### config.mk
export PLATFORM = sky130hd
export DESIGN_NAME = tagged_length_frame_deframer_core
export DESIGN_NICKNAME = d
export VERILOG_FILES = /design/src/tlfd_pkg.sv /design/src/tagged_length_frame_deframer_core.sv /design/src/tlfd_cfg_regs.sv
export VERILOG_INCLUDE_DIRS = /design/src /design/src/src
export SDC_FILE = /design/constraint.sdc
export NUM_CORES = 1
export LEC_CHECK = 0
export BUFFER_PORTS_ARGS = -buffer_cell sky130_fd_sc_hd__buf_4
export CELL_PAD_IN_SITES_DETAIL_PLACEMENT = 0
export CELL_PAD_IN_SITES_GLOBAL_PLACEMENT = 1
export CORE_MARGIN = 3
export CORE_UTILIZATION = 42
export DETAILED_ROUTE_END_ITERATION = 12
export MAX_ROUTING_LAYER = met4
export PLACE_DENSITY_LB_ADDON = 0.1
export SYNTH_ARGS = -nofsm -noshare
export SYNTH_HDL_FRONTEND = slang
export SYNTH_SLANG_ARGS = --single-unit
### constraint.sdc
create_clock -name aclk -period 4.05 [get_ports aclk]
set_input_delay 1.215 -clock aclk [delete_from_list [all_inputs] [get_ports aclk]]
set_output_delay 1.215 -clock aclk [all_outputs]
set_load 0.02 [all_outputs]
### src/assert_macros.svh
// Assertion macros shared by the deframer RTL.
// No dependencies; included by files that carry concurrent assertions.
`ifndef ASSERT_MACROS_SVH
`define ASSERT_MACROS_SVH

// Property holds at every clock edge outside reset.
`define ASSERT_ALWAYS(label, clk, rstn, prop, msg) \
    label: assert property (@(posedge clk) disable iff (!(rstn)) (prop)) else $error(msg);

// Antecedent in this cycle implies consequent in the next cycle.
`define ASSERT_NEXT(label, clk, rstn, ante, cons, msg) \
    label: assert property (@(posedge clk) disable iff (!(rstn)) (ante) |=> (cons)) \
        else $error(msg);

`endif

### src/tlfd_pkg.sv
// Shared types, constants and the frame tag table for the deframer.
// No dependencies.
package tlfd_pkg;

    localparam int unsigned LEN_W      = 21;
    localparam int unsigned VER_W      = 7;
    localparam int unsigned HDR_BYTES  = 11;
    localparam int unsigned TAG_BYTES  = 6;

    localparam logic [LEN_W-1:0] LEN_CAP     = 21'h10_0000;
    localparam logic [LEN_W-1:0] LEN_RESET   = 21'h10_0000;
    localparam logic [VER_W-1:0] VER_RESET   = 7'h01;

    // result status codes
    localparam logic [1:0] ST_HEADER = 2'd0;
    localparam logic [1:0] ST_BODY   = 2'd1;
    localparam logic [1:0] ST_ERROR  = 2'd2;

    // register indexes (paddr[2])
    localparam logic REG_MAX_LEN = 1'b0;
    localparam logic REG_MAX_VER = 1'b1;

    typedef struct packed {
        logic [LEN_W-1:0] max_body_length;
        logic [VER_W-1:0] max_version;
    } cfg_t;

    // expected tag characters, one per tag position
    function automatic logic [7:0] tag_byte(input logic [2:0] idx);
        logic [7:0] c;
        unique case (idx)
            3'd0:    c = 8'h54;
            3'd1:    c = 8'h43;
            3'd2:    c = 8'h50;
            3'd3:    c = 8'h53;
            3'd4:    c = 8'h41;
            3'd5:    c = 8'h43;
            default: c = 8'h00;
        endcase
        return c;
    endfunction

endpackage

### src/tagged_length_frame_deframer_core.sv
// Top level of the tagged length-prefixed frame deframer.
// Depends on tlfd_pkg, tlfd_cfg_regs and assert_macros.svh.
//
// Usage:
//   s_* channel takes one received stream byte per word (s_data_byte).
//   m_* channel returns one result word per input word: status (header,
//   body, error), the body byte, a last-of-frame flag and the frame length.
//   Each frame is an 11-byte header (6-byte tag, 32-bit big-endian length,
//   signed version byte) followed by the body.
//   Result valid follows in the cycle after input accept. Throughput: one
//   word per cycle while the receiver is not stalling; the header check
//   is a single compare stage between input handshake and result register.
//   The result register doubles as the skid stage: s_ready is high whenever
//   the result register is empty or is being drained, so a stalled receiver
//   holds the result and backpressures the input after one word.
//   Reset (aresetn low, synchronous) returns to header phase, empties the
//   result register and restores register defaults. A header error makes
//   every later word report error until reset.
//   Limits are written on the APB port while idle; they apply at the next
//   header check.
`include "assert_macros.svh"

module tagged_length_frame_deframer_core
    import tlfd_pkg::*;
(
    input  logic             aclk,
    input  logic             aresetn,
    // input byte stream
    input  logic             s_valid,
    output logic             s_ready,
    input  logic [7:0]       s_data_byte,
    // result stream
    output logic             m_valid,
    input  logic             m_ready,
    output logic [1:0]       m_status,
    output logic [7:0]       m_payload_byte,
    output logic             m_last_of_frame,
    output logic [LEN_W-1:0] m_frame_length,
    // configuration
    input  logic             psel,
    input  logic             penable,
    input  logic             pwrite,
    input  logic [2:0]       paddr,
    input  logic [31:0]      pwdata,
    output logic [31:0]      prdata,
    output logic             pready
);

    localparam logic [1:0] PH_HEADER = 2'd0;
    localparam logic [1:0] PH_BODY   = 2'd1;
    localparam logic [1:0] PH_ERROR  = 2'd2;

    localparam logic [3:0] LAST_HDR  = 4'(HDR_BYTES - 1);
    localparam logic [3:0] TAG_END   = 4'(TAG_BYTES);
    localparam logic [3:0] LEN_END   = 4'(TAG_BYTES + 4);

    cfg_t cfg;

    tlfd_cfg_regs u_cfg (
        .aclk    (aclk),
        .aresetn (aresetn),
        .psel    (psel),
        .penable (penable),
        .pwrite  (pwrite),
        .paddr   (paddr),
        .pwdata  (pwdata),
        .prdata  (prdata),
        .pready  (pready),
        .cfg     (cfg)
    );

    // parser state
    logic [1:0]       phase_reg, phase_next;
    logic [3:0]       hcount_reg, hcount_next;
    logic             tag_ok_reg, tag_ok_next;
    logic [31:0]      acc_reg, acc_next;
    logic [LEN_W-1:0] remain_reg, remain_next;

    // result register
    logic             m_valid_reg;
    logic [1:0]       status_reg, status_next;
    logic [7:0]       payload_reg, payload_next;
    logic             last_reg, last_next;
    logic [LEN_W-1:0] flen_reg, flen_next;

    logic             s_fire;
    logic [LEN_W-1:0] lim;
    logic             ver_bad;
    logic             hdr_bad;
    logic [LEN_W-1:0] left;

    assign s_ready = !m_valid_reg || m_ready;
    assign s_fire  = s_valid && s_ready;

    // header check terms
    assign lim     = (cfg.max_body_length > LEN_CAP) ? LEN_CAP : cfg.max_body_length;
    assign ver_bad = !s_data_byte[7] && (s_data_byte[6:0] > cfg.max_version);
    assign hdr_bad = !tag_ok_reg || ver_bad || (acc_reg == 32'h0)
                     || (acc_reg > {{(32-LEN_W){1'b0}}, lim});
    assign left    = (remain_reg == '0) ? '0 : remain_reg - 1'b1;

    // next state and result for one byte
    always_comb begin
        phase_next   = phase_reg;
        hcount_next  = hcount_reg;
        tag_ok_next  = tag_ok_reg;
        acc_next     = acc_reg;
        remain_next  = remain_reg;
        status_next  = ST_ERROR;
        payload_next = 8'h00;
        last_next    = 1'b0;
        flen_next    = '0;
        unique case (phase_reg)
            PH_HEADER: begin
                if (hcount_reg < TAG_END) begin
                    if (s_data_byte != tag_byte(hcount_reg[2:0])) begin
                        tag_ok_next = 1'b0;
                    end
                end else if (hcount_reg < LEN_END) begin
                    acc_next = {acc_reg[23:0], s_data_byte};
                end
                if (hcount_reg != LAST_HDR) begin
                    hcount_next = hcount_reg + 4'd1;
                    status_next = ST_HEADER;
                end else begin
                    hcount_next = 4'd0;
                    tag_ok_next = 1'b1;
                    if (hdr_bad) begin
                        phase_next  = PH_ERROR;
                        status_next = ST_ERROR;
                    end else begin
                        phase_next  = PH_BODY;
                        remain_next = acc_reg[LEN_W-1:0];
                        status_next = ST_HEADER;
                        flen_next   = acc_reg[LEN_W-1:0];
                    end
                end
            end
            PH_BODY: begin
                remain_next  = left;
                status_next  = ST_BODY;
                payload_next = s_data_byte;
                last_next    = (left == '0);
                flen_next    = acc_reg[LEN_W-1:0];
                if (left == '0) begin
                    phase_next  = PH_HEADER;
                    hcount_next = 4'd0;
                    tag_ok_next = 1'b1;
                end
            end
            default: begin
                phase_next  = PH_ERROR;
                status_next = ST_ERROR;
            end
        endcase
    end

    // parser state registers
    always_ff @(posedge aclk) begin
        if (!aresetn) begin
            phase_reg  <= PH_HEADER;
            hcount_reg <= 4'd0;
            tag_ok_reg <= 1'b1;
            acc_reg    <= 32'h0;
            remain_reg <= '0;
        end else if (s_fire) begin
            phase_reg  <= phase_next;
            hcount_reg <= hcount_next;
            tag_ok_reg <= tag_ok_next;
            acc_reg    <= acc_next;
            remain_reg <= remain_next;
        end
    end

    // result valid
    always_ff @(posedge aclk) begin
        if (!aresetn) begin
            m_valid_reg <= 1'b0;
        end else if (s_fire) begin
            m_valid_reg <= 1'b1;
        end else if (m_ready) begin
            m_valid_reg <= 1'b0;
        end
    end

    // result payload
    always_ff @(posedge aclk) begin
        if (s_fire) begin
            status_reg  <= status_next;
            payload_reg <= payload_next;
            last_reg    <= last_next;
            flen_reg    <= flen_next;
        end
    end

    assign m_valid         = m_valid_reg;
    assign m_status        = status_reg;
    assign m_payload_byte  = payload_reg;
    assign m_last_of_frame = last_reg;
    assign m_frame_length  = flen_reg;

    // error phase is sticky until reset
    `ASSERT_NEXT(a_error_sticky, aclk, aresetn, phase_reg == PH_ERROR,
                 phase_reg == PH_ERROR, "error phase left without reset")
    // header position never runs past the version byte
    `ASSERT_ALWAYS(a_hcount_range, aclk, aresetn, hcount_reg <= LAST_HDR,
                   "header count out of range")
    // in body phase at least one body byte is still owed
    `ASSERT_ALWAYS(a_body_remain, aclk, aresetn,
                   (phase_reg != PH_BODY) || (remain_reg != '0),
                   "body phase with nothing remaining")
    // last flag only on body results
    `ASSERT_ALWAYS(a_last_body, aclk, aresetn,
                   !(m_valid_reg && last_reg) || (status_reg == ST_BODY),
                   "last flag on non-body result")

endmodule

### src/tlfd_cfg_regs.sv
// APB-style configuration registers: body length limit and version limit.
// Depends on tlfd_pkg.
module tlfd_cfg_regs
    import tlfd_pkg::*;
(
    input  logic        aclk,
    input  logic        aresetn,
    input  logic        psel,
    input  logic        penable,
    input  logic        pwrite,
    input  logic [2:0]  paddr,
    input  logic [31:0] pwdata,
    output logic [31:0] prdata,
    output logic        pready,
    output cfg_t        cfg
);

    logic [LEN_W-1:0] max_len_reg;
    logic [VER_W-1:0] max_ver_reg;
    logic             wr_en;

    assign pready = 1'b1;
    assign wr_en  = psel && penable && pwrite;

    // register writes, decoded on the word address bit
    always_ff @(posedge aclk) begin
        if (!aresetn) begin
            max_len_reg <= LEN_RESET;
            max_ver_reg <= VER_RESET;
        end else if (wr_en) begin
            unique case (paddr[2])
                REG_MAX_LEN: max_len_reg <= pwdata[LEN_W-1:0];
                REG_MAX_VER: max_ver_reg <= pwdata[VER_W-1:0];
                default:     max_len_reg <= max_len_reg;
            endcase
        end
    end

    // read mux
    always_comb begin
        unique case (paddr[2])
            REG_MAX_LEN: prdata = {{(32-LEN_W){1'b0}}, max_len_reg};
            REG_MAX_VER: prdata = {{(32-VER_W){1'b0}}, max_ver_reg};
            default:     prdata = 32'h0;
        endcase
    end

    assign cfg.max_body_length = max_len_reg;
    assign cfg.max_version     = max_ver_reg;

endmodule
==> impl_metrics.json <==
{
  "ant_nets": 0,
  "cts_resized": 0,
  "grt_pass1_vias": 5528,
  "fmax_mhz": 287,
  "path_clk_slew_ns": 0.06,
  "drc": 0,
  "pin_count": 117,
  "synthFlopType": "dfxtp_1",
  "htreeDepth": 4,
  "wirelength_um": 18800,
  "synthTopCellsByArea": "dfxtp_1 27%, edfxtp_1 15%, ha_1 6.3%",
  "netlist_area_sq_mm": 0.00657,
  "slew_viol_final": 0,
  "syn_to_final_growth_pct": 21.0,
  "period_minus_slack_ns": 3.49,
  "cp_data_arrival_time_ns": 3.79,
  "drt-pass1-iter-count": 4,
  "drive_gt1_share_pct": 19.0,
  "antenna_found_initial": 0,
  "post-cts-setup-buffer-count": 0,
  "grt_max_degree": 38,
  "fp.dieH_um": 131,
  "endpoint_kind": "flip-flop",
  "rows": 45,
  "largest_reg_flops": 32,
  "gr-total-overflow": 0,
  "die-area_sq_mm": 0.0172,
  "fin_nets": 908,
  "clk-insertion-delay-late_ns": 0.42,
  "critPathLaunchType": "flip-flop",
  "multi_input_area_sq_mm": 0.00349,
  "yosys_warnings": 0,
  "syn_inst": 744,
  "grt_pass1_wl_um": 29200,
  "worst-slew-pin-transition_ns": 0.946,
  "synth_edf_count": 32,
  "nFillCells": 1447,
  "ff_latch_area_sq_mm": 0.00274,
  "hp-class": "reg -> reg",
  "cts_num_sinks": 121,
  "vias_per_cell": 5.49,
  "crit_fanout": 15,
  "clock_path_buffers": 2,
  "synth_top_area_share_pct": 27.1,
  "cts_buffers": 17,
  "grt.total_usage_pct": 22.7,
  "power_mw": 2.91,
  "dp_hpwl_um": 13200,
  "layout_setup_ws_ns": 0.564,
  "timing.hold.ws_ns": 0.468,
  "ir_worst_vdd_mv": 0.326,
  "path_class": "reg -> reg",
  "diodes": 0,
  "drt_iter0_drc": 351,
  "initial_core_util_pct": 43.0,
  "setup_viol": 0,
  "yosysUniqueCellTypes": 63,
  "outcome": "finished clean",
  "cts-root-buf": "clkbuf_16",
  "final-hold-violation-count": 0,
  "ys_async_sr_fraction_pct": 0,
  "fin_crit_sh_pct": 86.1,
  "syn_avg_cell_area_sq_um": 8.83,
  "hold_buffers": 0,
  "pre_cts_ws_ns": 0.540,
  "critPathRequiredTime_ns": 4.35,
  "p_leak_nw": 3.40,
  "gp_congestion": 0.910,
  "use_met1_pct": 30.4,
  "met3_usage_pct": 4.58,
  "die_w_um": 131,
  "cts_tree": "done",
  "powerDensity_mw_per_mm2": 367,
  "layoutNonFillerInstCount": 1049,
  "port_buffers": 91,
  "coreArea_sq_mm": 0.0153,
  "yosysSeqAreaShare_pct": 41.8,
  "skew_ns": 0.00677,
  "dp.cells": 1017,
  "gr-usage-met2_pct": 34.0,
  "worst_slew_margin_rel_pct": 36.4,
  "ys_seq_elements": 121,
  "drv_cap": 0,
  "rsz0062_at_grt": "false",
  "dr_total_vias": 5763,
  "setup_tns_ns": 0,
  "synth_top_cell_by_area": "dfxtp_1",
  "avgRoutedWirePerCell_um": 17.9,
  "gr-max-usage-layer": "met2"
}
[cell usage in the layout (no fill, tap or decap), drive strengths merged, types with 6 or more instances in the layout]
master and n:
nor2 63, o31ai 6, a221oi 6, o21ai 21, xnor2 7, o211ai 8
conb 12, or4 8, mux2i 35, dfxtp 89, ha 33, nand3 9
buf 103, inv 32, nor2b 18, nor3 19, clkbuf 20, mux2 8
clkinv 9, a21oi 55, nand4 17, nand2 104, a211oi 19, edfxtp 32
and2 27, nor4 18
[routing by layer]
| metal | routed length [um] | part of all wire [%] | vias to the layer above |
|---|---|---|---|
| li1 | - | - | 2799 |
| met1 | 8730 | 47 | 2757 |
| met2 | 8720 | 46 | 177 |
| met3 | 910 | 4.8 | 30 |
| met4 | 407 | 2.2 | 0 |
| met5 | 0 | 0 | - |
[logic make-up after synthesis]
kind of cell	Yosys count	synth area share (%)
AO/OA/AOI/OAI	150	15.1
XOR/XNOR	9	1.20
adder cells (fa/ha/maj)	33	6.29
buffers and inverters	85	5.89
flip-flops	121	41.8
multiplexers	43	6.71
other	2	0.114
AND/OR/NAND/NOR	301	23.0
[critical path, cell delays in order, from the launching register on]
cell and delay [ns]:
dfxtp_1 0.37, inv_1 0.13, ha_1 0.49, nor3b_1 0.49, nand4_4 0.17, o41a_1 0.35
or4_4 0.54, a2111oi_4 0.37, nor2_2 0.14, o21ai_2 0.20, o22ai_1 0.11
[cells in the mapped netlist, drive strengths merged (4+ instances only)]
library cell	count
nand2b	4
a2111oi	4
ha	33
o211ai	8
dfxtp	89
nor4	18
nor2b	18
buf	17
nor3	19
o31ai	6
a21oi	55
edfxtp	32
a21o	4
xnor2	7
nand3	9
inv	32
a31oi	4
o32ai	5
o21ai	21
a211oi	19
mux2	8
nand4	17
or4	8
nor2	63
mux2i	35
a221oi	6
nand2	104
clkbuf	34
and2	27
nor3b	4
[stage by stage]
stage | cell area (sq um) | util, %
after CTS | 7940 | 52.1
after global placement | 7390 | 48.5
after floorplan | 6610 | -
final | 7940 | 52.1
after global routing | 7940 | 52.1
after detailed placement | 7390 | 48.5
[final timing paths]
path	end	startpoint	slack [ns]	cells after the start
setup / recovery	hcount_reg[1]$_SDFFE_PN0P_	remain_reg[0]$_SDFFE_PN0P_	0.56	10
setup reg to reg	hcount_reg[1]$_SDFFE_PN0P_	remain_reg[0]$_SDFFE_PN0P_	0.56	10
hold reg to reg	u_cfg.max_ver_reg[3]$_SDFFE_PN0P_	u_cfg.max_ver_reg[3]$_SDFFE_PN0P_	0.47	2
hold / removal	u_cfg.max_ver_reg[3]$_SDFFE_PN0P_	u_cfg.max_ver_reg[3]$_SDFFE_PN0P_	0.47	2
[cell type report]
| type | instances | share of cell area (%) |
|---|---|---|
| Multi-Input combinational cell | 548 | 43.9 |
| Timing Repair Buffer | 103 | 9.73 |
| Sequential cell | 121 | 34.5 |
| Inverter | 34 | 1.61 |
| Clock buffer | 20 | 5.62 |
| Tap cell | 211 | 3.32 |
| Clock inverter | 12 | 1.29 |
[power breakdown]
part	internal, mW	switching (mW)	total, mW
clock	0.853	0.560	1.41
combinational	0.0858	0.134	0.220
sequential	1.26	0.0154	1.28
total	2.20	0.710	2.91
Power figures use the tool's default switching activity.
